$ cat config.mk
export PLATFORM = sky130hd
export DESIGN_NAME = ask_cordic_rot
export DESIGN_NICKNAME = d
export VERILOG_FILES = /design/src/rtl/core/ackermann_steering_kinematics_macros.svh /design/src/rtl/core/ask_pkg.sv /design/src/rtl/core/ask_cordic_rot.sv
export SDC_FILE = /design/constraint.sdc
export NUM_CORES = 2
export LEC_CHECK = 0
export BUFFER_PORTS_ARGS = -buffer_cell sky130_fd_sc_hd__buf_2
export CORE_UTILIZATION = 30
export DETAILED_ROUTE_END_ITERATION = 16
export HOLD_SLACK_MARGIN = 0.02
export REMOVE_ABC_BUFFERS = 1
export SLEW_MARGIN = 20
export SYNTH_ARGS = -nofsm -noshare
export SYNTH_HDL_FRONTEND = slang
export SYNTH_SLANG_ARGS = --single-unit
$ cat constraint.sdc
create_clock -name clock -period 4.9 [get_ports clock]
set_input_delay 0.735 -clock clock [delete_from_list [all_inputs] [get_ports clock]]
set_output_delay 0.735 -clock clock [all_outputs]
set_load 0.005 [all_outputs]
$ cat src/rtl/core/ackermann_steering_kinematics_macros.svh
// ----------------------------------------------------------------------------
// Ackermann steering kinematics assertion macros
// Shared concurrent assertion forms used by the steering pipeline.
// ----------------------------------------------------------------------------
`ifndef ACKERMANN_STEERING_KINEMATICS_MACROS_SVH
`define ACKERMANN_STEERING_KINEMATICS_MACROS_SVH

// Check a property in the same cycle as its trigger.
`define ASK_ASSERT_SAME(label, clk, rst, cond, prop, msg) \
   label: assert property (@(posedge clk) disable iff (rst) (cond) |-> (prop)) \
      else $error(msg);

// Check a property in the cycle after its trigger.
`define ASK_ASSERT_NEXT(label, clk, rst, cond, prop, msg) \
   label: assert property (@(posedge clk) disable iff (rst) (cond) |=> (prop)) \
      else $error(msg);

`endif

$ cat src/rtl/core/ask_pkg.sv
// ----------------------------------------------------------------------------
// Ackermann steering kinematics package
// Word types, register codes, pipeline stage numbers and the CORDIC table.
// ----------------------------------------------------------------------------
`timescale 1ns / 1ps
`default_nettype none

package ask_pkg;

   // Fixed-point format and CORDIC length
   localparam int ANGLE_FRAC_BITS = 13;
   localparam int CORDIC_STEPS    = 16;
   localparam int ANG_SHIFT       = 30 - ANGLE_FRAC_BITS;

   // Internal widths
   localparam int VEC_XW       = 60;
   localparam int VEC_PRESCALE = 28;
   localparam int ROT_XW       = 33;
   localparam int ZW           = 34;

   localparam logic signed [ZW-1:0] Q30_HALF_PI = ZW'(64'sd1686629713);
   localparam logic signed [ZW-1:0] ANG_HALF    = ZW'(1) <<< (ANG_SHIFT - 1);
   localparam logic signed [ROT_XW-1:0] ROT_X0  = ROT_XW'(1) <<< 30;

   // atan(2^-i) in Q30, truncated toward zero
   localparam logic [31:0] ATAN_Q30 [0:31] = '{
      32'h3243F6A8, 32'h1DAC6705, 32'h0FADBAFC, 32'h07F56EA6, 32'h03FEAB76,
      32'h01FFD55B, 32'h00FFFAAA, 32'h007FFF55, 32'h003FFFEA, 32'h001FFFFD,
      32'h000FFFFF, 32'h0007FFFF, 32'h0003FFFF, 32'h0001FFFF, 32'h0000FFFF,
      32'h00007FFF, 32'h00003FFF, 32'h00001FFF, 32'h00000FFF, 32'h000007FF,
      32'h000003FF, 32'h000001FF, 32'h000000FF, 32'h0000007F, 32'h0000003F,
      32'h0000001F, 32'h0000000F, 32'h00000007, 32'h00000003, 32'h00000001,
      32'h00000000, 32'h00000000
   };

   // Wheel rate divider
   localparam int DIV_NUM_W = 25;
   localparam int DIV_DEN_W = 11;
   localparam int QUOT_W    = 24;
   localparam int DIV_LAT   = DIV_NUM_W;

   // Pipeline stage numbers (register stage holding each result)
   localparam int VEC_LAT  = CORDIC_STEPS + 1;
   localparam int ROT_LAT  = CORDIC_STEPS;
   localparam int S_CLAMP  = 1;
   localparam int S_PREP   = 2;
   localparam int S_VEC1   = S_PREP + VEC_LAT;
   localparam int S_STEER  = S_VEC1 + 1;
   localparam int S_ROT    = S_STEER + ROT_LAT;
   localparam int S_MUL    = S_ROT + 1;
   localparam int S_ADD    = S_MUL + 1;
   localparam int S_VEC2   = S_ADD + VEC_LAT;
   localparam int S_OUT    = S_VEC2 + 1;
   localparam int S_DIV    = S_CLAMP + DIV_LAT;

   // Register map
   typedef logic [2:0] reg_index_type;
   localparam reg_index_type REG_MAX_SPEED    = 3'd0;
   localparam reg_index_type REG_MAX_YAW_RATE = 3'd1;
   localparam reg_index_type REG_LOW_SPEED    = 3'd2;
   localparam reg_index_type REG_WHEELBASE    = 3'd3;
   localparam reg_index_type REG_TRACK        = 3'd4;
   localparam reg_index_type REG_MAX_STEER    = 3'd5;
   localparam reg_index_type REG_WHEEL_RADIUS = 3'd6;

   typedef struct packed {
      logic signed [15:0] speed_cmd;
      logic signed [15:0] yaw_cmd;
   } req_word_type;

   typedef struct packed {
      logic signed [14:0] steer_angle;
      logic signed [15:0] left_angle;
      logic signed [15:0] right_angle;
      logic signed [23:0] wheel_rate;
      logic               steer_inhibited;
   } rsp_word_type;

   typedef struct packed {
      logic neg;
      logic inhibit;
      logic steer_en;
   } meta_type;

   // CORDIC angle step as a signed angle
   function automatic logic signed [ZW-1:0] atan_step(input logic [4:0] idx);
      return signed'(ZW'(ATAN_Q30[idx]));
   endfunction

endpackage

`default_nettype wire

$ cat src/rtl/core/ask_cordic_rot.sv
// ----------------------------------------------------------------------------
// Rotation CORDIC pipeline
// Gain-scaled cos and sin of a Q30 angle, one stage per iteration.
// ----------------------------------------------------------------------------
`timescale 1ns / 1ps
`default_nettype none

module ask_cordic_rot (
   input  logic                               clock,
   input  logic                               en,
   input  logic signed [ask_pkg::ZW-1:0]      rot_z,
   output logic signed [ask_pkg::ROT_XW-1:0]  rot_c,
   output logic signed [ask_pkg::ROT_XW-1:0]  rot_s
);

   localparam int N  = ask_pkg::CORDIC_STEPS;
   localparam int XW = ask_pkg::ROT_XW;
   localparam int ZW = ask_pkg::ZW;

   logic signed [XW-1:0] x_ff [0:N-1];
   logic signed [XW-1:0] y_ff [0:N-1];
   logic signed [ZW-1:0] z_ff [0:N-1];
   logic signed [XW-1:0] x_in [0:N-1];
   logic signed [XW-1:0] y_in [0:N-1];
   logic signed [ZW-1:0] z_in [0:N-1];
   logic signed [XW-1:0] x_p [0:N-1];
   logic signed [XW-1:0] y_p [0:N-1];
   logic signed [ZW-1:0] z_p [0:N-1];

   // Rotate toward zero residual angle
   always_comb begin
      x_p[0] = ask_pkg::ROT_X0;
      y_p[0] = '0;
      z_p[0] = rot_z;
      for (int i = 1; i < N; i++) begin
         x_p[i] = x_ff[i-1];
         y_p[i] = y_ff[i-1];
         z_p[i] = z_ff[i-1];
      end
      for (int i = 0; i < N; i++) begin
         if (!z_p[i][ZW-1]) begin
            x_in[i] = x_p[i] - (y_p[i] >>> i);
            y_in[i] = y_p[i] + (x_p[i] >>> i);
            z_in[i] = z_p[i] - ask_pkg::atan_step(5'(i));
         end else begin
            x_in[i] = x_p[i] + (y_p[i] >>> i);
            y_in[i] = y_p[i] - (x_p[i] >>> i);
            z_in[i] = z_p[i] + ask_pkg::atan_step(5'(i));
         end
      end
   end

   // Advance all stages together
   always_ff @(posedge clock) begin
      if (en) begin
         for (int i = 0; i < N; i++) begin
            x_ff[i] <= x_in[i];
            y_ff[i] <= y_in[i];
            z_ff[i] <= z_in[i];
         end
      end
   end

   assign rot_c = x_ff[N-1];
   assign rot_s = y_ff[N-1];

endmodule

`default_nettype wire

==> key figures <==
Timing
  • Worst slew pin tran: 0.9654 ns
  • Clock Skews: 0.08132 ns
  • Period minus WS final: 4.657 ns
  • Worst setup margin: 0.2429 ns
  • Setup-failing EPs final: 0
  • Final Slew Violations: 0
  • Worst relative slew slack: 0.3521
  • RSZ-0062 raised after global routing: no
  • F_max: 0.2147 GHz
  • Crit share post-route: 0.9504
  • Final hold vios: 0

Worst setup path
  • Worst R2R Setup Slack: 0.24 ns
  • Setup crit end kind: register
  • WP data arrival: 5.19 ns
  • Worst r2r src: x_ff[1][46]
  • RR Endpoint: y_ff[1][91]
  • Critical Path Fanout Max: 6
  • Critical path type: register to register
  • Worst Reg-to-Reg Cells: 15
  • CP startpoint: x_ff[1][46]
  • Startpoint types: register
  • Setup crit end: y_ff[1][91]
  • CP required: 5.43 ns

Yosys
  • Yosys top cell by area: edfxtp_1
  • Post-synth cell types: 107
  • Area contributors post-synth: edfxtp_1 (36%), ha_1 (14%), xnor2_1 (8.0%)
  • Post-synth ARST share: 0
  • Number of synthesized flops with an enable pin: 1200
  • Synthesized area per cell: 9.790 um^2
  • Post-Syn Area: 99380 um^2
  • Post-Syn Instances: 10150
  • FF+latch count, synth: 1200
  • Ys flop type: edfxtp_1
  • Ys Warns: 0
  • Top cell type's share of synthesized area: 0.3626
  • Register area share after synthesis: 0.3626

GRT
  • Largest net degree at the start of global routing: 128
  • Tot GR Track Use: 0.1342
  • GRT overflow: 0
  • First-pass GRT wire length: 371.9 mm
  • Initial antenna violation count: 3
  • Vias in the first global route: 71150

Placement
  • DP Worst Slack: 0.2157 ns
  • Detailed placement HPWL: 182.3 mm
  • DP Area: 105500 um^2
  • Placed Cells: 14510
  • PortBufs: 101
  • GP Congestion: 0.9058

Clock network
  • Clock latency on the worst-skew pair: 0.82 ns
  • CTS Buf Count: 149
  • Clock slew at reported path FFs: 0.06 ns
  • H-Tree Depth: 4
  • Clock Sinks: 1200
  • Clock Tree Buf Depth: 4
  • CTS tree: done
  • Clock Tree Root: clkbuf_16

Floorplanning
  • Starting density of the core: 0.3026
  • Die area: 333600 um^2
  • Die X: 577.6 um
  • Die H: 577.6 um
  • # IOs: 102
  • Core Region: 328400 um^2
  • Floorplan row count: 210

Layout
  • Most frequent cells in the layout: edfxtp_1 (1200), ha_1 (1130), a21oi_1 (1085), xnor2_1 (904), nor2_1 (721)
  • Post-route cell area: 110400 um^2
  • Non-filler cells, final: 14770
  • Layout fillers: 33470
  • Core Util, Final: 0.3361
  • Layout net count: 11520
  • Layout cell share with drive strength beyond 1: 0.05940
  • P&R area growth vs syn: 11.09%
  • Most common cell after layout, fill and taps aside: edfxtp_1
  • Reg area: 36030 um^2
  • Multi-input gate area: 60530 um^2

Drt
  • Final WL: 230.8 mm
  • Vias/cell: 5.024
  • DRC Markers: 0
  • Vias: 74210
  • Routed len/inst: 15.63 um
  • Drt first-iter violations: 4266
  • Routed Antenna Nets: 0
  • First-pass detailed-route iteration total: 5

Outcome
  • Outcome: completed

Flow run
  • Max-Cap Viols: 0

Hold path
  • Worst min-delay path class: primary input to register
## sequential cells by signal, summed over array words and instances, names as in the netlist
signal  count
x_ff      360
y_ff      363
z_ff      477
## what timing repair did
item / 4_1_cts / 5_1_grt
gates resized for setup: 0 / 13
hold buffers: 0 / 0
buffers inserted: 0 / 0
endpoints found under the setup margin: 0 / 20
## cells in the mapped netlist, drive strengths merged, types with 58 or more instances
cell type  instances
and2              61
xor2             493
o21a             141
o21ai            482
nand2            511
nor3             229
buf              110
and3             105
a211oi            98
xnor2            906
o21bai           170
inv              450
a21oi           1092
clkbuf           132
nor4              58
nor2             721
nand4             79
a21o             572
edfxtp          1200
nor2b            136
nand3            202
ha              1130
nand2b           121
a31oi            117
## kinds of logic after synthesis
kind of cell	after synthesis	share of synthesized area
xor+xnor	1399	0.1234
flops	1200	0.3626
fa+ha+maj	1170	0.1503
simple gates	2433	0.1202
buf+inv	693	0.02887
mux	85	0.009040
compound gates	3171	0.2056
## per-stage QoR
step / setup TNS (ns) / hold slack (ns)
final: 0 / 0.08824
after global routing: 0 / 0.03444
after CTS: 0 / 0.02196
after detailed placement: 0 / 0.4054
after global placement: 0 / 0.4054
after floorplan: -3.516 / 0.4003
## cell type report
cell class,count,area share
inverters,451,0.01533
diodes,4,0.00009067
flip-flops and latches,1200,0.3264
clock buffers,181,0.03525
clock inverters,76,0.008409
multi-input cells,8258,0.5483
repair buffers,255,0.01696
well taps,4346,0.04926
## worst min path at each step
stage	cells after the start	start	end	slack, ns
4_1_cts	1	rot_z[1]	z_ff[0][1]	0.02
2_1_floorplan	0	z_ff[0][68]	z_ff[0][102]	0.40
5_1_grt	1	rot_z[1]	z_ff[0][1]	0.03
3_5_place_dp	0	z_ff[0][238]	z_ff[1][0]	0.41
6_report	1	rot_z[2]	z_ff[0][2]	0.09
3_3_place_gp	0	z_ff[0][68]	z_ff[0][102]	0.41
## per-layer routing
metal	routed length (um)	vias up	share of wire	GRT usage
li1	-	38240	-	-
met1	107800	34390	0.47	0.1721
met2	107900	1165	0.47	0.2324
met3	7051	414	0.031	0.01525
met4	8028	0	0.035	0.04676
met5	0	-	0	0
## worst max-delay path, stage by stage (launching register included)
cell      delay, ns
edfxtp_1       0.46
or3_1          0.42
or3_1          0.34
nor3_1         0.24
and2_1         0.24
a21oi_1        0.10
xnor2_1        0.14
ha_1           0.36
a21o_1         0.21
a21o_1         0.17
a221o_1        0.35
and3_1         0.20
a311o_1        0.33
a221oi_2       0.45
nor4b_1        0.10
a311o_1        0.29
Power is left out: the tool's default activity adds up to more than one toggle a clock period on the data nets, which glitch-free logic cannot reach.
