$ cat config.mk
export PLATFORM = sky130hd
export DESIGN_NAME = ask_rate_div
export DESIGN_NICKNAME = d
export VERILOG_FILES = /design/src/rtl/core/ackermann_steering_kinematics_macros.svh /design/src/rtl/core/ask_pkg.sv /design/src/rtl/core/ask_rate_div.sv
export SDC_FILE = /design/constraint.sdc
export NUM_CORES = 1
export LEC_CHECK = 0
export ABC_AREA = 1
export BUFFER_PORTS_ARGS = -buffer_cell sky130_fd_sc_hd__clkbuf_2
export CAP_MARGIN = 10
export CELL_PAD_IN_SITES_DETAIL_PLACEMENT = 1
export CELL_PAD_IN_SITES_GLOBAL_PLACEMENT = 1
export CORE_ASPECT_RATIO = 2
export CORE_MARGIN = 2
export CORE_UTILIZATION = 30
export CTS_CLUSTER_SIZE = 25
export DETAILED_ROUTE_END_ITERATION = 7
export PLACE_DENSITY_LB_ADDON = 0.3
export SKIP_LAST_GASP = 1
export SYNTH_ARGS = -nofsm -noshare
export SYNTH_HDL_FRONTEND = slang
export SYNTH_SLANG_ARGS = --single-unit
$ cat constraint.sdc
create_clock -name clock -period 3.2 [get_ports clock]
set_input_delay 0 -clock clock [delete_from_list [all_inputs] [get_ports clock]]
set_output_delay 0 -clock clock [all_outputs]
set_load 0.02 [all_outputs]
$ cat src/rtl/core/ackermann_steering_kinematics_macros.svh
// ----------------------------------------------------------------------------
// Ackermann steering kinematics assertion macros
// Shared concurrent assertion forms used by the steering pipeline.
// ----------------------------------------------------------------------------
`ifndef ACKERMANN_STEERING_KINEMATICS_MACROS_SVH
`define ACKERMANN_STEERING_KINEMATICS_MACROS_SVH

// Check a property in the same cycle as its trigger.
`define ASK_ASSERT_SAME(label, clk, rst, cond, prop, msg) \
   label: assert property (@(posedge clk) disable iff (rst) (cond) |-> (prop)) \
      else $error(msg);

// Check a property in the cycle after its trigger.
`define ASK_ASSERT_NEXT(label, clk, rst, cond, prop, msg) \
   label: assert property (@(posedge clk) disable iff (rst) (cond) |=> (prop)) \
      else $error(msg);

`endif

$ cat src/rtl/core/ask_pkg.sv
// ----------------------------------------------------------------------------
// Ackermann steering kinematics package
// Word types, register codes, pipeline stage numbers and the CORDIC table.
// ----------------------------------------------------------------------------
`timescale 1ns / 1ps
`default_nettype none

package ask_pkg;

   // Fixed-point format and CORDIC length
   localparam int ANGLE_FRAC_BITS = 13;
   localparam int CORDIC_STEPS    = 16;
   localparam int ANG_SHIFT       = 30 - ANGLE_FRAC_BITS;

   // Internal widths
   localparam int VEC_XW       = 60;
   localparam int VEC_PRESCALE = 28;
   localparam int ROT_XW       = 33;
   localparam int ZW           = 34;

   localparam logic signed [ZW-1:0] Q30_HALF_PI = ZW'(64'sd1686629713);
   localparam logic signed [ZW-1:0] ANG_HALF    = ZW'(1) <<< (ANG_SHIFT - 1);
   localparam logic signed [ROT_XW-1:0] ROT_X0  = ROT_XW'(1) <<< 30;

   // atan(2^-i) in Q30, truncated toward zero
   localparam logic [31:0] ATAN_Q30 [0:31] = '{
      32'h3243F6A8, 32'h1DAC6705, 32'h0FADBAFC, 32'h07F56EA6, 32'h03FEAB76,
      32'h01FFD55B, 32'h00FFFAAA, 32'h007FFF55, 32'h003FFFEA, 32'h001FFFFD,
      32'h000FFFFF, 32'h0007FFFF, 32'h0003FFFF, 32'h0001FFFF, 32'h0000FFFF,
      32'h00007FFF, 32'h00003FFF, 32'h00001FFF, 32'h00000FFF, 32'h000007FF,
      32'h000003FF, 32'h000001FF, 32'h000000FF, 32'h0000007F, 32'h0000003F,
      32'h0000001F, 32'h0000000F, 32'h00000007, 32'h00000003, 32'h00000001,
      32'h00000000, 32'h00000000
   };

   // Wheel rate divider
   localparam int DIV_NUM_W = 25;
   localparam int DIV_DEN_W = 11;
   localparam int QUOT_W    = 24;
   localparam int DIV_LAT   = DIV_NUM_W;

   // Pipeline stage numbers (register stage holding each result)
   localparam int VEC_LAT  = CORDIC_STEPS + 1;
   localparam int ROT_LAT  = CORDIC_STEPS;
   localparam int S_CLAMP  = 1;
   localparam int S_PREP   = 2;
   localparam int S_VEC1   = S_PREP + VEC_LAT;
   localparam int S_STEER  = S_VEC1 + 1;
   localparam int S_ROT    = S_STEER + ROT_LAT;
   localparam int S_MUL    = S_ROT + 1;
   localparam int S_ADD    = S_MUL + 1;
   localparam int S_VEC2   = S_ADD + VEC_LAT;
   localparam int S_OUT    = S_VEC2 + 1;
   localparam int S_DIV    = S_CLAMP + DIV_LAT;

   // Register map
   typedef logic [2:0] reg_index_type;
   localparam reg_index_type REG_MAX_SPEED    = 3'd0;
   localparam reg_index_type REG_MAX_YAW_RATE = 3'd1;
   localparam reg_index_type REG_LOW_SPEED    = 3'd2;
   localparam reg_index_type REG_WHEELBASE    = 3'd3;
   localparam reg_index_type REG_TRACK        = 3'd4;
   localparam reg_index_type REG_MAX_STEER    = 3'd5;
   localparam reg_index_type REG_WHEEL_RADIUS = 3'd6;

   typedef struct packed {
      logic signed [15:0] speed_cmd;
      logic signed [15:0] yaw_cmd;
   } req_word_type;

   typedef struct packed {
      logic signed [14:0] steer_angle;
      logic signed [15:0] left_angle;
      logic signed [15:0] right_angle;
      logic signed [23:0] wheel_rate;
      logic               steer_inhibited;
   } rsp_word_type;

   typedef struct packed {
      logic neg;
      logic inhibit;
      logic steer_en;
   } meta_type;

   // CORDIC angle step as a signed angle
   function automatic logic signed [ZW-1:0] atan_step(input logic [4:0] idx);
      return signed'(ZW'(ATAN_Q30[idx]));
   endfunction

endpackage

`default_nettype wire

$ cat src/rtl/core/ask_rate_div.sv
// ----------------------------------------------------------------------------
// Wheel rate divider
// Restoring division, one quotient bit per pipeline stage.
// ----------------------------------------------------------------------------
`timescale 1ns / 1ps
`default_nettype none

module ask_rate_div (
   input  logic                              clock,
   input  logic                              en,
   input  logic [ask_pkg::DIV_NUM_W-1:0]     div_num,
   input  logic [ask_pkg::DIV_DEN_W-1:0]     div_den,
   output logic [ask_pkg::QUOT_W-1:0]        div_quot
);

   localparam int NW  = ask_pkg::DIV_NUM_W;
   localparam int DW  = ask_pkg::DIV_DEN_W;
   localparam int LAT = ask_pkg::DIV_LAT;

   logic [DW-1:0] rem_ff  [0:LAT-1];
   logic [NW-1:0] num_ff  [0:LAT-1];
   logic [NW-1:0] quot_ff [0:LAT-1];
   logic [DW-1:0] rem_in  [0:LAT-1];
   logic [NW-1:0] num_in  [0:LAT-1];
   logic [NW-1:0] quot_in [0:LAT-1];
   logic [DW-1:0] rem_p   [0:LAT-1];
   logic [NW-1:0] num_p   [0:LAT-1];
   logic [NW-1:0] quot_p  [0:LAT-1];
   logic [DW:0]   trial   [0:LAT-1];

   // Bring down one numerator bit and try a subtract
   always_comb begin
      rem_p[0]  = '0;
      num_p[0]  = div_num;
      quot_p[0] = '0;
      for (int j = 1; j < LAT; j++) begin
         rem_p[j]  = rem_ff[j-1];
         num_p[j]  = num_ff[j-1];
         quot_p[j] = quot_ff[j-1];
      end
      for (int j = 0; j < LAT; j++) begin
         trial[j]  = {rem_p[j], num_p[j][NW-1]};
         num_in[j] = num_p[j] << 1;
         if (trial[j] >= {1'b0, div_den}) begin
            rem_in[j]  = DW'(trial[j] - {1'b0, div_den});
            quot_in[j] = {quot_p[j][NW-2:0], 1'b1};
         end else begin
            rem_in[j]  = trial[j][DW-1:0];
            quot_in[j] = {quot_p[j][NW-2:0], 1'b0};
         end
      end
   end

   always_ff @(posedge clock) begin
      if (en) begin
         for (int j = 0; j < LAT; j++) begin
            rem_ff[j]  <= rem_in[j];
            num_ff[j]  <= num_in[j];
            quot_ff[j] <= quot_in[j];
         end
      end
   end

   assign div_quot = quot_ff[LAT-1][ask_pkg::QUOT_W-1:0];

endmodule

`default_nettype wire

==> qor.log, run 1 <==
qor: outcome.run_status completed
qor: logic_synthesis.synth.largest_area_cell sky130_fd_sc_hd__edfxtp_1
qor: power.seqPwrFrac 35.8%
qor: power.post-layout-total-power 47.8 mW
qor: sta.final_worst_setup_slack 0.309 ns
qor: die.floorplan.die_area 162,000 µm²
qor: power.comb_power_share 41.3%
qor: logic_synthesis.synth.lib_cells_used.distinct 35
qor: cts.ctsRootBufferMaster sky130_fd_sc_hd__clkbuf_16
qor: setup_path.r2r_slack 0.86 ns
qor: setup_path.r2r-end rem_ff[2][12]$_DFFE_PP_
qor: cts.worst_setup_hold_path_clk_slew 0.07 ns
qor: global_route.use_met2 31.5%
qor: sta.finalSetupViolations 0
qor: final_layout.mostFrequentLayoutCell sky130_fd_sc_hd__nand2_1
qor: power.intPower 28.7 mW
qor: sta.unrepaired_setup_endpoints_after_global_routing false
qor: hold_path.hold_path_class in2reg
qor: global_route.grt_antenna_before_repair 1
qor: place.placed_cells_incl_taps 6,646
qor: power.leakage 22.9 nW
qor: logic_synthesis.syn_area_per_cell 10.5 µm²
qor: place.dpl_cell_area 50,300 µm²
qor: sta.whs 0.0382 ns
qor: route.route.final.wire_length 123,000 µm
qor: sta.report.final.hold_viol_count 0
qor: cts.cts-buffers-inserted 88
qor: die.fp.dieH 567 µm
qor: setup_path.reg2reg_from num_ff[2][23]$_DFFE_PP_
qor: hold_path.hold-path-endpoint num_ff[0][22]$_DFFE_PP_
qor: cts.cts.path.max_buffers 3
qor: cts.cts_tree done
qor: sta.max_freq 346 MHz
qor: global_route.remaining_global_route_overflow 0
qor: power.clock_share_of_power 22.9%
qor: global_route.global_route_wire_length_before_repair 191,000 µm
qor: final_layout.fraction_of_final_layout_cells_sized_beyond_drive_strength_1 16.6%
qor: sta.timing.clock.skew 0.0368 ns
qor: route.antenna_left 0
qor: route.drtPass1Iterations 4
qor: route.drt_drc_violations_left 0
qor: global_route.grt_util_all_layers 15.2%
qor: sta.setup_tns_after_final_layout 0 ns
qor: global_route.grt_pass1_vias 35,154
qor: die.floorplan.core_area 157,000 µm²
qor: setup_path.critPathMaxFanout 25
qor: final_layout.final-instance-count-excl-fill 6,869
qor: route.drtIter0Drc 1,293
qor: power.netSwitchingFraction 40.0%
qor: sta.timing.max_slew.rel_slack 56.3%
qor: die.start_util 30.2%
qor: place.gp_congestion 0.844
qor: setup_path.ff2ff_path_depth 10
qor: global_route.grt_start_max_net_pins 106
qor: sta.final_max_slew_viol_count 0
qor: cts.skew_pair_late_insertion_delay 0.71 ns
qor: setup_path.worstSetupPathType in2reg
qor: place.detailedPlacementHpwl 89,200 µm
qor: route.routed-via-count 32,097
qor: cts.cts_hold_repair.buffers 59
qor: global_route.use_met1 13.9%
qor: hold_path.cell_depth_of_the_worst_min_delay_path 2
qor: cts.post_cts.resized_instances 0
qor: route.routed_wire_length_per_instance 17.8 µm
qor: route.vias_per_cell 4.67
qor: logic_synthesis.synthesis.instances 4,534
qor: sta.timing.final.crit_period 2.89 ns
qor: logic_synthesis.yosys_warnings 0
qor: cts.post-cts-setup-buffers 0
qor: final_layout.final_cell_mix sky130_fd_sc_hd__nand2_1 (1,287), sky130_fd_sc_hd__edfxtp_1 (864), sky130_fd_sc_hd__inv_1 (606), sky130_fd_sc_hd__ha_1 (266), sky130_fd_sc_hd__nand4_1 (210)
qor: final_layout.area_delta_synth_final 13.4%
qor: sta.worst_pin_slew 0.656 ns
qor: power.pwr_density 887 nW/µm²
qor: cts.clk_sinks 864
qor: global_route.use_met3 1.68%
qor: logic_synthesis.async_flop_share 0%
qor: setup_path.critical_path_start_type input pin
qor: place.dp_slack 0.785 ns
qor: die.fp-row-count 206
qor: final_layout.final_util 34.2%
qor: die.die_x 285 µm
qor: logic_synthesis.netlist_area 47,500 µm²
qor: sta.timing.final.crit_share 90.3%
qor: power.switching_power 19.1 mW
qor: global_route.grt_peak_use_layer met2
qor: logic_synthesis.number_of_flops_mapped_to_enable_cells_by_yosys 864
qor: place.number_of_i_o_port_buffers 61
qor: job.drv.max_cap_violation_count 0
qor: die.top_level_ports 62
qor: setup_path.critPathCaptureType flop
qor: logic_synthesis.postSynth.topFlopCell sky130_fd_sc_hd__edfxtp_1
qor: logic_synthesis.synth.ff_latch_count 864
qor: final_layout.finish.instance_area 53,900 µm²
qor: hold_path.launch_point_of_the_worst_hold_path div_num[22]
qor: cts.cts_max_level 3
qor: setup_path.cp.required 3.64 ns
qor: logic_synthesis.syn_nets 4,861
qor: setup_path.data_arrival_critical_path 3.33 ns
qor: final_layout.finish.net_count 5,042
qor: logic_synthesis.post_synth_main_area_contributors sky130_fd_sc_hd__edfxtp_1 (55%), sky130_fd_sc_hd__nand2_1 (10%), sky130_fd_sc_hd__ha_1 (7.0%)
qor: logic_synthesis.proportion_of_synthesized_chip_area_in_sequential_cells 54.6%
qor: logic_synthesis.post-synth-top-area-fraction 54.6%
qor: power.worst_supply_voltage_drop_on_vdd 477 µV
synth_stat cells, types with 24 or more instances:
cell type	n
sky130_fd_sc_hd__a21oi_1	79
sky130_fd_sc_hd__buf_4	24
sky130_fd_sc_hd__edfxtp_1	864
sky130_fd_sc_hd__ha_1	266
sky130_fd_sc_hd__inv_1	606
sky130_fd_sc_hd__inv_2	36
sky130_fd_sc_hd__nand2_1	1287
sky130_fd_sc_hd__nand2_2	96
sky130_fd_sc_hd__nand3_1	166
sky130_fd_sc_hd__nand3_2	161
sky130_fd_sc_hd__nand3b_1	92
sky130_fd_sc_hd__nand4_1	210
sky130_fd_sc_hd__nor2_1	168
sky130_fd_sc_hd__nor2_2	73
sky130_fd_sc_hd__o21ai_0	50
sky130_fd_sc_hd__o21ai_2	69
sky130_fd_sc_hd__or2_2	24
sky130_fd_sc_hd__xor2_1	46
critical path, stage by stage:
cell and delay [ns]:
sky130_fd_sc_hd__dlygate4sd3_1 0.53, sky130_fd_sc_hd__clkbuf_2 0.11, sky130_fd_sc_hd__inv_1 0.08, sky130_fd_sc_hd__buf_12 0.28
sky130_fd_sc_hd__nand3_1 0.11, sky130_fd_sc_hd__nor3_1 0.14, sky130_fd_sc_hd__dlygate4sd3_1 0.57, sky130_fd_sc_hd__nand2_1 0.21
sky130_fd_sc_hd__nand2_1 0.11, sky130_fd_sc_hd__dlygate4sd3_1 0.54, sky130_fd_sc_hd__o21ai_0 0.07, sky130_fd_sc_hd__dlygate4sd3_1 0.56
metal layers:
| layer | wire length [µm] | part of all wire [%] |
|---|---|---|
| met5 | 0 | 0 |
| met4 | 6840 | 5.6 |
| met3 | 2670 | 2.2 |
| met2 | 71700 | 59 |
| met1 | 41300 | 34 |
how the worst max path moves through the flow:
stage	end	from	cells past startpoint
2_1_floorplan	rem_ff[2][53]$_DFFE_PP_	div_den[5]	11
3_3_place_gp	rem_ff[0][45]$_DFFE_PP_	div_den[1]	9
4_1_cts	rem_ff[0][0]$_DFFE_PP_	div_den[9]	12
6_report	rem_ff[0][0]$_DFFE_PP_	div_den[9]	12
5_1_grt	rem_ff[0][0]$_DFFE_PP_	div_den[9]	12
3_5_place_dp	rem_ff[0][45]$_DFFE_PP_	div_den[1]	9
state kept, by name, summed over array words and instances, names as in the netlist:
| signal | count |
|---|---|
| quot_ff | 300 |
| rem_ff | 264 |
| num_ff | 300 |
cell type report:
class | count | area, µm²
fillers | 17575 | 104000
flip-flops and latches | 864 | 25900
multi-input cells | 2957 | 18400
well taps | 2080 | 2600
inverters | 643 | 2410
clock buffers | 99 | 2240
repair buffers | 161 | 1480
clock inverters | 64 | 803
diodes | 1 | 2.50
power groups by stage:
stage	clock network [mW]	logic [mW]	registers, mW
floorplan	0	15.9	16.5
global placement	0	19.4	17.4
detailed placement	0	19.9	17.4
CTS	11.4	20.1	17.2
global route	11.7	22.4	17.3
finish	10.9	19.8	17.1
logic make-up (layout without fill, tap and decap cells):
family | Yosys count | in the layout | share of synthesized area [%]
other cells | 0 | 1 | 0
flops | 864 | 864 | 54.6
buf+inv | 713 | 967 | 6.67
fa+ha+maj | 289 | 289 | 7.97
xor+xnor | 69 | 69 | 1.27
compound gates | 223 | 223 | 3.29
simple gates | 2376 | 2376 | 26.2
Power figures use the tool's default switching activity.
==> run 2: changes to the inputs <==
--- a/config.mk
+++ b/config.mk
@@ -6,7 +6,7 @@
 export NUM_CORES = 1
 export LEC_CHECK = 0
 export ABC_AREA = 1
-export BUFFER_PORTS_ARGS = -buffer_cell sky130_fd_sc_hd__clkbuf_2
+export BUFFER_PORTS_ARGS = -buffer_cell sky130_fd_sc_hd__buf_2
 export CAP_MARGIN = 10
 export CELL_PAD_IN_SITES_DETAIL_PLACEMENT = 1
 export CELL_PAD_IN_SITES_GLOBAL_PLACEMENT = 1
@@ -15,7 +15,7 @@
 export CORE_UTILIZATION = 30
 export CTS_CLUSTER_SIZE = 25
 export DETAILED_ROUTE_END_ITERATION = 7
-export PLACE_DENSITY_LB_ADDON = 0.3
+export PLACE_DENSITY = 0.54
 export SKIP_LAST_GASP = 1
 export SYNTH_ARGS = -nofsm -noshare
 export SYNTH_HDL_FRONTEND = slang
==> run 2 against run 1 <==
Effect of this change: register-to-register slack lost 0.22 ns; first-iteration DRC count shrank 9.7%; flip-flop and latch count is the same; fmax grew 13%; largest cell class unchanged; sequential power is essentially flat; non-clock buffer count shrank 2; count of clock-buffer cells in the layout is the same; die area is the same; via count shrank 0.73%; cell area is essentially flat.
==> qor.log, run 2 (synthesized netlist as in run 1, its figures left out) <==
qor: cts.cts_max_level 3
qor: global_route.use_met3 1.74%
qor: route.drtPass1Iterations 7
qor: setup_path.cp.required 3.60 ns
qor: cts.cts.path.max_buffers 3
qor: power.pwr_density 892 nW/µm²
qor: final_layout.area_delta_synth_final 13.4%
qor: global_route.use_met1 14.0%
qor: sta.unrepaired_setup_endpoints_after_global_routing false
qor: global_route.grt_peak_use_layer met2
qor: cts.cts_tree done
qor: global_route.use_met2 33.6%
qor: cts.worst_setup_hold_path_clk_slew 0.06 ns
qor: route.route.final.wire_length 128,000 µm
qor: sta.final_max_slew_viol_count 0
qor: hold_path.launch_point_of_the_worst_hold_path div_num[13]
qor: cts.cts-buffers-inserted 87
qor: global_route.global_route_wire_length_before_repair 196,000 µm
qor: cts.clk_sinks 864
qor: die.start_util 30.2%
qor: route.drt_drc_violations_left 0
qor: power.intPower 28.9 mW
qor: cts.skew_pair_late_insertion_delay 0.69 ns
qor: cts.ctsRootBufferMaster sky130_fd_sc_hd__clkbuf_16
qor: final_layout.mostFrequentLayoutCell sky130_fd_sc_hd__nand2_1
qor: final_layout.fraction_of_final_layout_cells_sized_beyond_drive_strength_1 16.5%
qor: job.drv.max_cap_violation_count 0
qor: setup_path.worstSetupPathType reg2reg
qor: sta.max_freq 391 MHz
qor: setup_path.data_arrival_critical_path 2.96 ns
qor: place.detailedPlacementHpwl 94,100 µm
qor: outcome.run_status completed
qor: power.leakage 22.9 nW
qor: sta.timing.final.crit_period 2.56 ns
qor: route.vias_per_cell 4.64
qor: die.die_x 285 µm
qor: die.fp-row-count 206
qor: sta.setup_tns_after_final_layout 0 ns
qor: setup_path.critical_path_start_type flop
qor: setup_path.critPathCaptureType flop
qor: setup_path.r2r-end rem_ff[2][35]$_DFFE_PP_
qor: place.gp_congestion 0.833
qor: global_route.grt_util_all_layers 15.8%
qor: power.clock_share_of_power 23.0%
qor: route.routed-via-count 31,863
qor: power.netSwitchingFraction 39.9%
qor: sta.timing.max_slew.rel_slack 45.2%
qor: global_route.remaining_global_route_overflow 0
qor: route.drtIter0Drc 1,167
qor: final_layout.top_regs num_ff: 300 flops, quot_ff: 300 flops, rem_ff: 264 flops
qor: sta.worst_pin_slew 0.822 ns
qor: sta.report.final.hold_viol_count 0
qor: final_layout.finish.net_count 5,039
qor: cts.post-cts-setup-buffers 0
qor: power.seqPwrFrac 35.7%
qor: power.comb_power_share 41.2%
qor: die.top_level_ports 62
qor: hold_path.hold_path_class in2reg
qor: final_layout.final_cell_mix sky130_fd_sc_hd__nand2_1 (1,287), sky130_fd_sc_hd__edfxtp_1 (864), sky130_fd_sc_hd__inv_1 (606), sky130_fd_sc_hd__ha_1 (266), sky130_fd_sc_hd__nand4_1 (210)
qor: die.floorplan.core_area 157,000 µm²
qor: place.number_of_i_o_port_buffers 61
qor: global_route.grt_antenna_before_repair 1
qor: die.fp.dieH 567 µm
qor: route.antenna_left 0
qor: sta.timing.final.crit_share 80.0%
qor: power.switching_power 19.2 mW
qor: global_route.grt_pass1_vias 34,874
qor: hold_path.cell_depth_of_the_worst_min_delay_path 2
qor: sta.timing.clock.skew 0.0269 ns
qor: hold_path.hold-path-endpoint num_ff[0][13]$_DFFE_PP_
qor: die.floorplan.die_area 162,000 µm²
qor: route.routed_wire_length_per_instance 18.7 µm
qor: power.post-layout-total-power 48.1 mW
qor: global_route.grt_start_max_net_pins 149
qor: setup_path.ff2ff_path_depth 10
qor: sta.finalSetupViolations 0
qor: setup_path.r2r_slack 0.64 ns
qor: setup_path.reg2reg_from num_ff[2][71]$_DFFE_PP_
qor: setup_path.critPathMaxFanout 17
qor: power.worst_supply_voltage_drop_on_vdd 408 µV
[run 2: changes by cell type in the layout (fill, tap and decap cells not counted), moves of 2 or more]
cell                         delta
sky130_fd_sc_hd__bufinv_16      +3
sky130_fd_sc_hd__buf_2         +60
sky130_fd_sc_hd__clkbuf_2      -60
sky130_fd_sc_hd__inv_8          -2
sky130_fd_sc_hd__inv_6          +2
sky130_fd_sc_hd__clkinv_1       +3
sky130_fd_sc_hd__clkinvlp_4     -2
sky130_fd_sc_hd__clkinv_2       -8
[run 2: how the worst max path moves through the flow]
stage / end / from / cells after the start
after floorplan: rem_ff[2][53]$_DFFE_PP_ / div_den[5] / 11
after global placement: rem_ff[1][23]$_DFFE_PP_ / div_den[0] / 12
after detailed placement: rem_ff[1][26]$_DFFE_PP_ / div_den[0] / 12
after CTS: rem_ff[2][33]$_DFFE_PP_ / num_ff[2][71]$_DFFE_PP_ / 10
after global routing: rem_ff[2][33]$_DFFE_PP_ / num_ff[2][71]$_DFFE_PP_ / 10
final: rem_ff[2][35]$_DFFE_PP_ / num_ff[2][71]$_DFFE_PP_ / 10
[run 2: critical path, stage by stage (launching register included)]
cell and delay [ns]:
sky130_fd_sc_hd__edfxtp_1 0.37, sky130_fd_sc_hd__inv_1 0.24, sky130_fd_sc_hd__ha_1 0.25, sky130_fd_sc_hd__fa_1 0.26, sky130_fd_sc_hd__inv_1 0.11, sky130_fd_sc_hd__nand3_1 0.10, sky130_fd_sc_hd__nand3_2 0.13, sky130_fd_sc_hd__nand2_2 0.20
sky130_fd_sc_hd__nand4_4 0.33, sky130_fd_sc_hd__nand2_1 0.20, sky130_fd_sc_hd__o21ai_2 0.07
[run 2: per-stage QoR]
stage,std cells,util [%],area (µm²),worst slack (ns),hold WS (ns)
global placement,6645,31.9,50300,0.567,0.177
global route,6863,34.2,53900,0.466,0.0333
floorplan,4534,-,47500,1.30,0.0989
detailed placement,6645,31.9,50300,0.480,0.178
CTS,6862,34.2,53900,0.543,0.000624
finish,6863,34.2,53900,0.641,0.0565
[run 2: metal layers]
metal / part of all wire [%] / up-vias
li1: - / 15716
met1: 33 / 15543
met2: 60 / 354
met3: 2.1 / 250
met4: 5.2 / 0
met5: 0 / -
[run 2: repair_timing]
action	4_1_cts	5_1_grt
hold buffers	58	0
endpoints found under the hold margin	143	0
resized for setup	0	0
[run 2: power groups by stage]
stage	Clock [mW]	Sequential, mW	Combinational [mW]
2_1_floorplan	0	16.5	15.9
3_3_place_gp	0	17.5	19.6
3_5_place_dp	0	17.5	20.1
4_1_cts	11.6	17.2	20.2
5_1_grt	11.9	17.3	22.5
6_report	11.1	17.2	19.8
[run 2: area by class of cell]
cell class              instances  area (µm²)
clock buffers                  99        2240
multi-input cells            2957       18400
flip-flops and latches        864       25900
diodes                          1        2.50
clock inverters                60         820
repair buffers                159        1450
well taps                    2080        2600
fillers                     17563      104000
inverters                     643        2410
==> run 3: changes to the inputs <==
--- a/config.mk
+++ b/config.mk
@@ -15,7 +15,7 @@
 export CORE_UTILIZATION = 30
 export CTS_CLUSTER_SIZE = 25
 export DETAILED_ROUTE_END_ITERATION = 7
-export PLACE_DENSITY = 0.54
+export PLACE_DENSITY = 0.56
 export SKIP_LAST_GASP = 1
 export SYNTH_ARGS = -nofsm -noshare
 export SYNTH_HDL_FRONTEND = slang
==> constraint.sdc (replaced) <==
create_clock -name clock -period 2.1 [get_ports clock]
set_input_delay 0 -clock clock [delete_from_list [all_inputs] [get_ports clock]]
set_output_delay 0 -clock clock [all_outputs]
set_load 0.02 [all_outputs]
==> run 3 against run 2 <==
Effect of this change: first-iteration DRC count grew 1.5%; fmax increased by 24%; die area did not move; combinational power up 86%; routed wire length rose by 3.5%; sequential power grew 52%; flip-flop and latch count is the same; cell area up 9.3%; largest power group unchanged.
==> qor.log, run 3 (synthesized netlist as in run 1, its figures left out) <==
qor: outcome.run_status completed
qor: setup_path.setup.worst_path.start rem_ff[0][60]$_DFFE_PP_
qor: setup_path.cp_slowest_cell sky130_fd_sc_hd__edfxtp_1
qor: final_layout.finish.net_count 5,566
qor: die.start_util 30.2%
qor: die.top_level_ports 62
qor: setup_path.worstSetupPathType reg2reg
qor: global_route.global_route_wire_length_before_repair 204,000 µm
qor: final_layout.area_delta_synth_final 23.9%
qor: sta.max_freq 486 MHz
qor: global_route.grt_start_max_net_pins 87
qor: cts.cts.path.max_buffers 3
qor: sta.whs 0.0479 ns
qor: die.floorplan.core_area 157,000 µm²
qor: sta.report.final.hold_viol_count 0
qor: cts.cts_tree done
qor: route.dr_wl_met3 2810 µm
qor: final_layout.mostFrequentLayoutCell sky130_fd_sc_hd__nand2_1
qor: route.antenna_left 0
qor: die.die_x 285 µm
qor: setup_path.timing.critical_path.mode_cell sky130_fd_sc_hd__nand2_1
qor: setup_path.r2r_slack 0.04 ns
qor: cts.clk_sinks 864
qor: route.met1Wirelength 42,900 µm
qor: global_route.grt_pass1_vias 37,343
qor: power.worst_supply_voltage_drop_on_vdd 748 µV
qor: setup_path.reg2reg_from rem_ff[0][60]$_DFFE_PP_
qor: route.drt_drc_violations_left 0
qor: route.routed-via-count 33,999
qor: final_layout.fraction_of_final_layout_cells_sized_beyond_drive_strength_1 26.5%
qor: final_layout.final_cell_mix sky130_fd_sc_hd__nand2_1 (1,275), sky130_fd_sc_hd__edfxtp_1 (864), sky130_fd_sc_hd__inv_1 (589), sky130_fd_sc_hd__buf_4 (485), sky130_fd_sc_hd__ha_1 (228)
qor: sta.timing.clock.skew 0.0367 ns
qor: setup_path.critPathCaptureType flop
qor: global_route.grt_antenna_before_repair 2
qor: setup_path.critPathMaxFanout 7
qor: sta.timing.final.crit_share 97.9%
qor: place.detailedPlacementHpwl 101,000 µm
qor: route.drtPass1Iterations 6
qor: job.drv.max_cap_violation_count 0
qor: global_route.grt_util_all_layers 16.3%
qor: setup_path.timing.critical_path.slowest_cell_delay 0.47 ns
qor: final_layout.top_regs num_ff: 300 flops, quot_ff: 300 flops, rem_ff: 264 flops
qor: die.floorplan.die_area 162,000 µm²
qor: setup_path.critical_path_start_type flop
qor: setup_path.cp.required 2.50 ns
qor: cts.skew_pair_late_insertion_delay 0.70 ns
qor: sta.unrepaired_setup_endpoints_after_global_routing true
qor: power.pwr_density 1340 nW/µm²
qor: cts.worst_setup_hold_path_clk_slew 0.07 ns
qor: sta.timing.max_slew.rel_slack 67.4%
qor: sta.setup_tns_after_final_layout 0 ns
qor: route.drtIter0Drc 1,184
qor: place.number_of_i_o_port_buffers 61
qor: setup_path.path_cells ha_1 -> nand2_2 -> inv_2 -> nand2_1 -> nand2_1 -> nand2_1 -> nand4_4 -> buf_12 -> nand3_2 -> nand2_1
qor: hold_path.launch_point_of_the_worst_hold_path div_num[16]
qor: sta.final_max_slew_viol_count 0
qor: place.gp_congestion 0.847
qor: die.fp.dieH 567 µm
qor: power.leakage 25.5 nW
qor: sta.worst_pin_slew 0.488 ns
qor: cts.cts-buffers-inserted 86
qor: hold_path.hold_path_class in2reg
qor: route.vias_per_cell 4.60
qor: die.fp-row-count 206
qor: route.route.final.wire_length 132,000 µm
qor: sta.timing.final.crit_period 2.06 ns
qor: cts.ctsRootBufferMaster sky130_fd_sc_hd__clkbuf_16
qor: sta.finalSetupViolations 0
qor: cts.cts_max_level 3
qor: route.dr.max_layer_used met4
qor: route.dr_wl_met2 79,900 µm
qor: setup_path.data_arrival_critical_path 2.46 ns
qor: global_route.remaining_global_route_overflow 0
qor: route.routed_wire_length_per_instance 17.9 µm
run 3: final cells by class:
cell class	count	area, µm²
diodes	1	2.50
clock inverters	58	629
fillers	17577	98600
repair buffers	681	6030
inverters	643	2410
flip-flops and latches	864	25900
multi-input cells	2963	19100
clock buffers	98	2200
well taps	2080	2600
run 3: stage by stage:
step / setup WS, ns / cells / power, mW / utilization [%] / area [µm²]
after floorplan: 0.203 / 4534 / 49.3 / - / 47500
final: 0.0445 / 7388 / 78.9 / 37.4 / 58900
after global routing: -0.0224 / 7388 / 84.9 / 37.4 / 58900
after global placement: -0.156 / 7117 / 61.6 / 34.5 / 54400
after detailed placement: -0.139 / 7117 / 62.4 / 34.5 / 54400
after CTS: -0.0522 / 7341 / 79.1 / 36.8 / 57900
run 3: what timing repair did:
item                                   in CTS  in global routing
setup endpoints to repair                  50                195
gates resized for setup                    17                114
endpoints found under the hold margin     276                  0
setup buffers                               6                 40
hold buffers                               60                  0
pin swaps                                   3                 27
cloned                                      2                  6
run 3: metal layers:
layer	vias to the layer above	GRT usage [%]
li1	16800	-
met1	16524	14.4
met2	393	35.0
met3	282	1.73
met4	0	7.81
met5	-	0
run 3: worst max-delay path, delay by kind of cell, from the launching register on:
kind / cells / cell delay, ns
AND/OR/NAND/NOR: 7 / 0.75
buffers and inverters: 2 / 0.23
flip-flops: 1 / 0.47
adder cells (fa/ha/maj): 1 / 0.34
run 3: path summary, 6_finish.rpt:
| path | to | cells past startpoint |
|---|---|---|
| min reg2reg | num_ff[0][185]$_DFFE_PP_ | 0 |
| min | num_ff[0][16]$_DFFE_PP_ | 2 |
| max | rem_ff[0][76]$_DFFE_PP_ | 10 |
| max reg2reg | rem_ff[0][76]$_DFFE_PP_ | 10 |
run 3: report_power, final:
group	total, mW	switching [mW]	leakage (nW)	internal [mW]
registers	26.1	2.17	8.45	23.9
logic	36.9	21.4	15.7	15.5
clock network	15.9	7.14	1.37	8.74
total	78.9	30.7	25.5	48.2
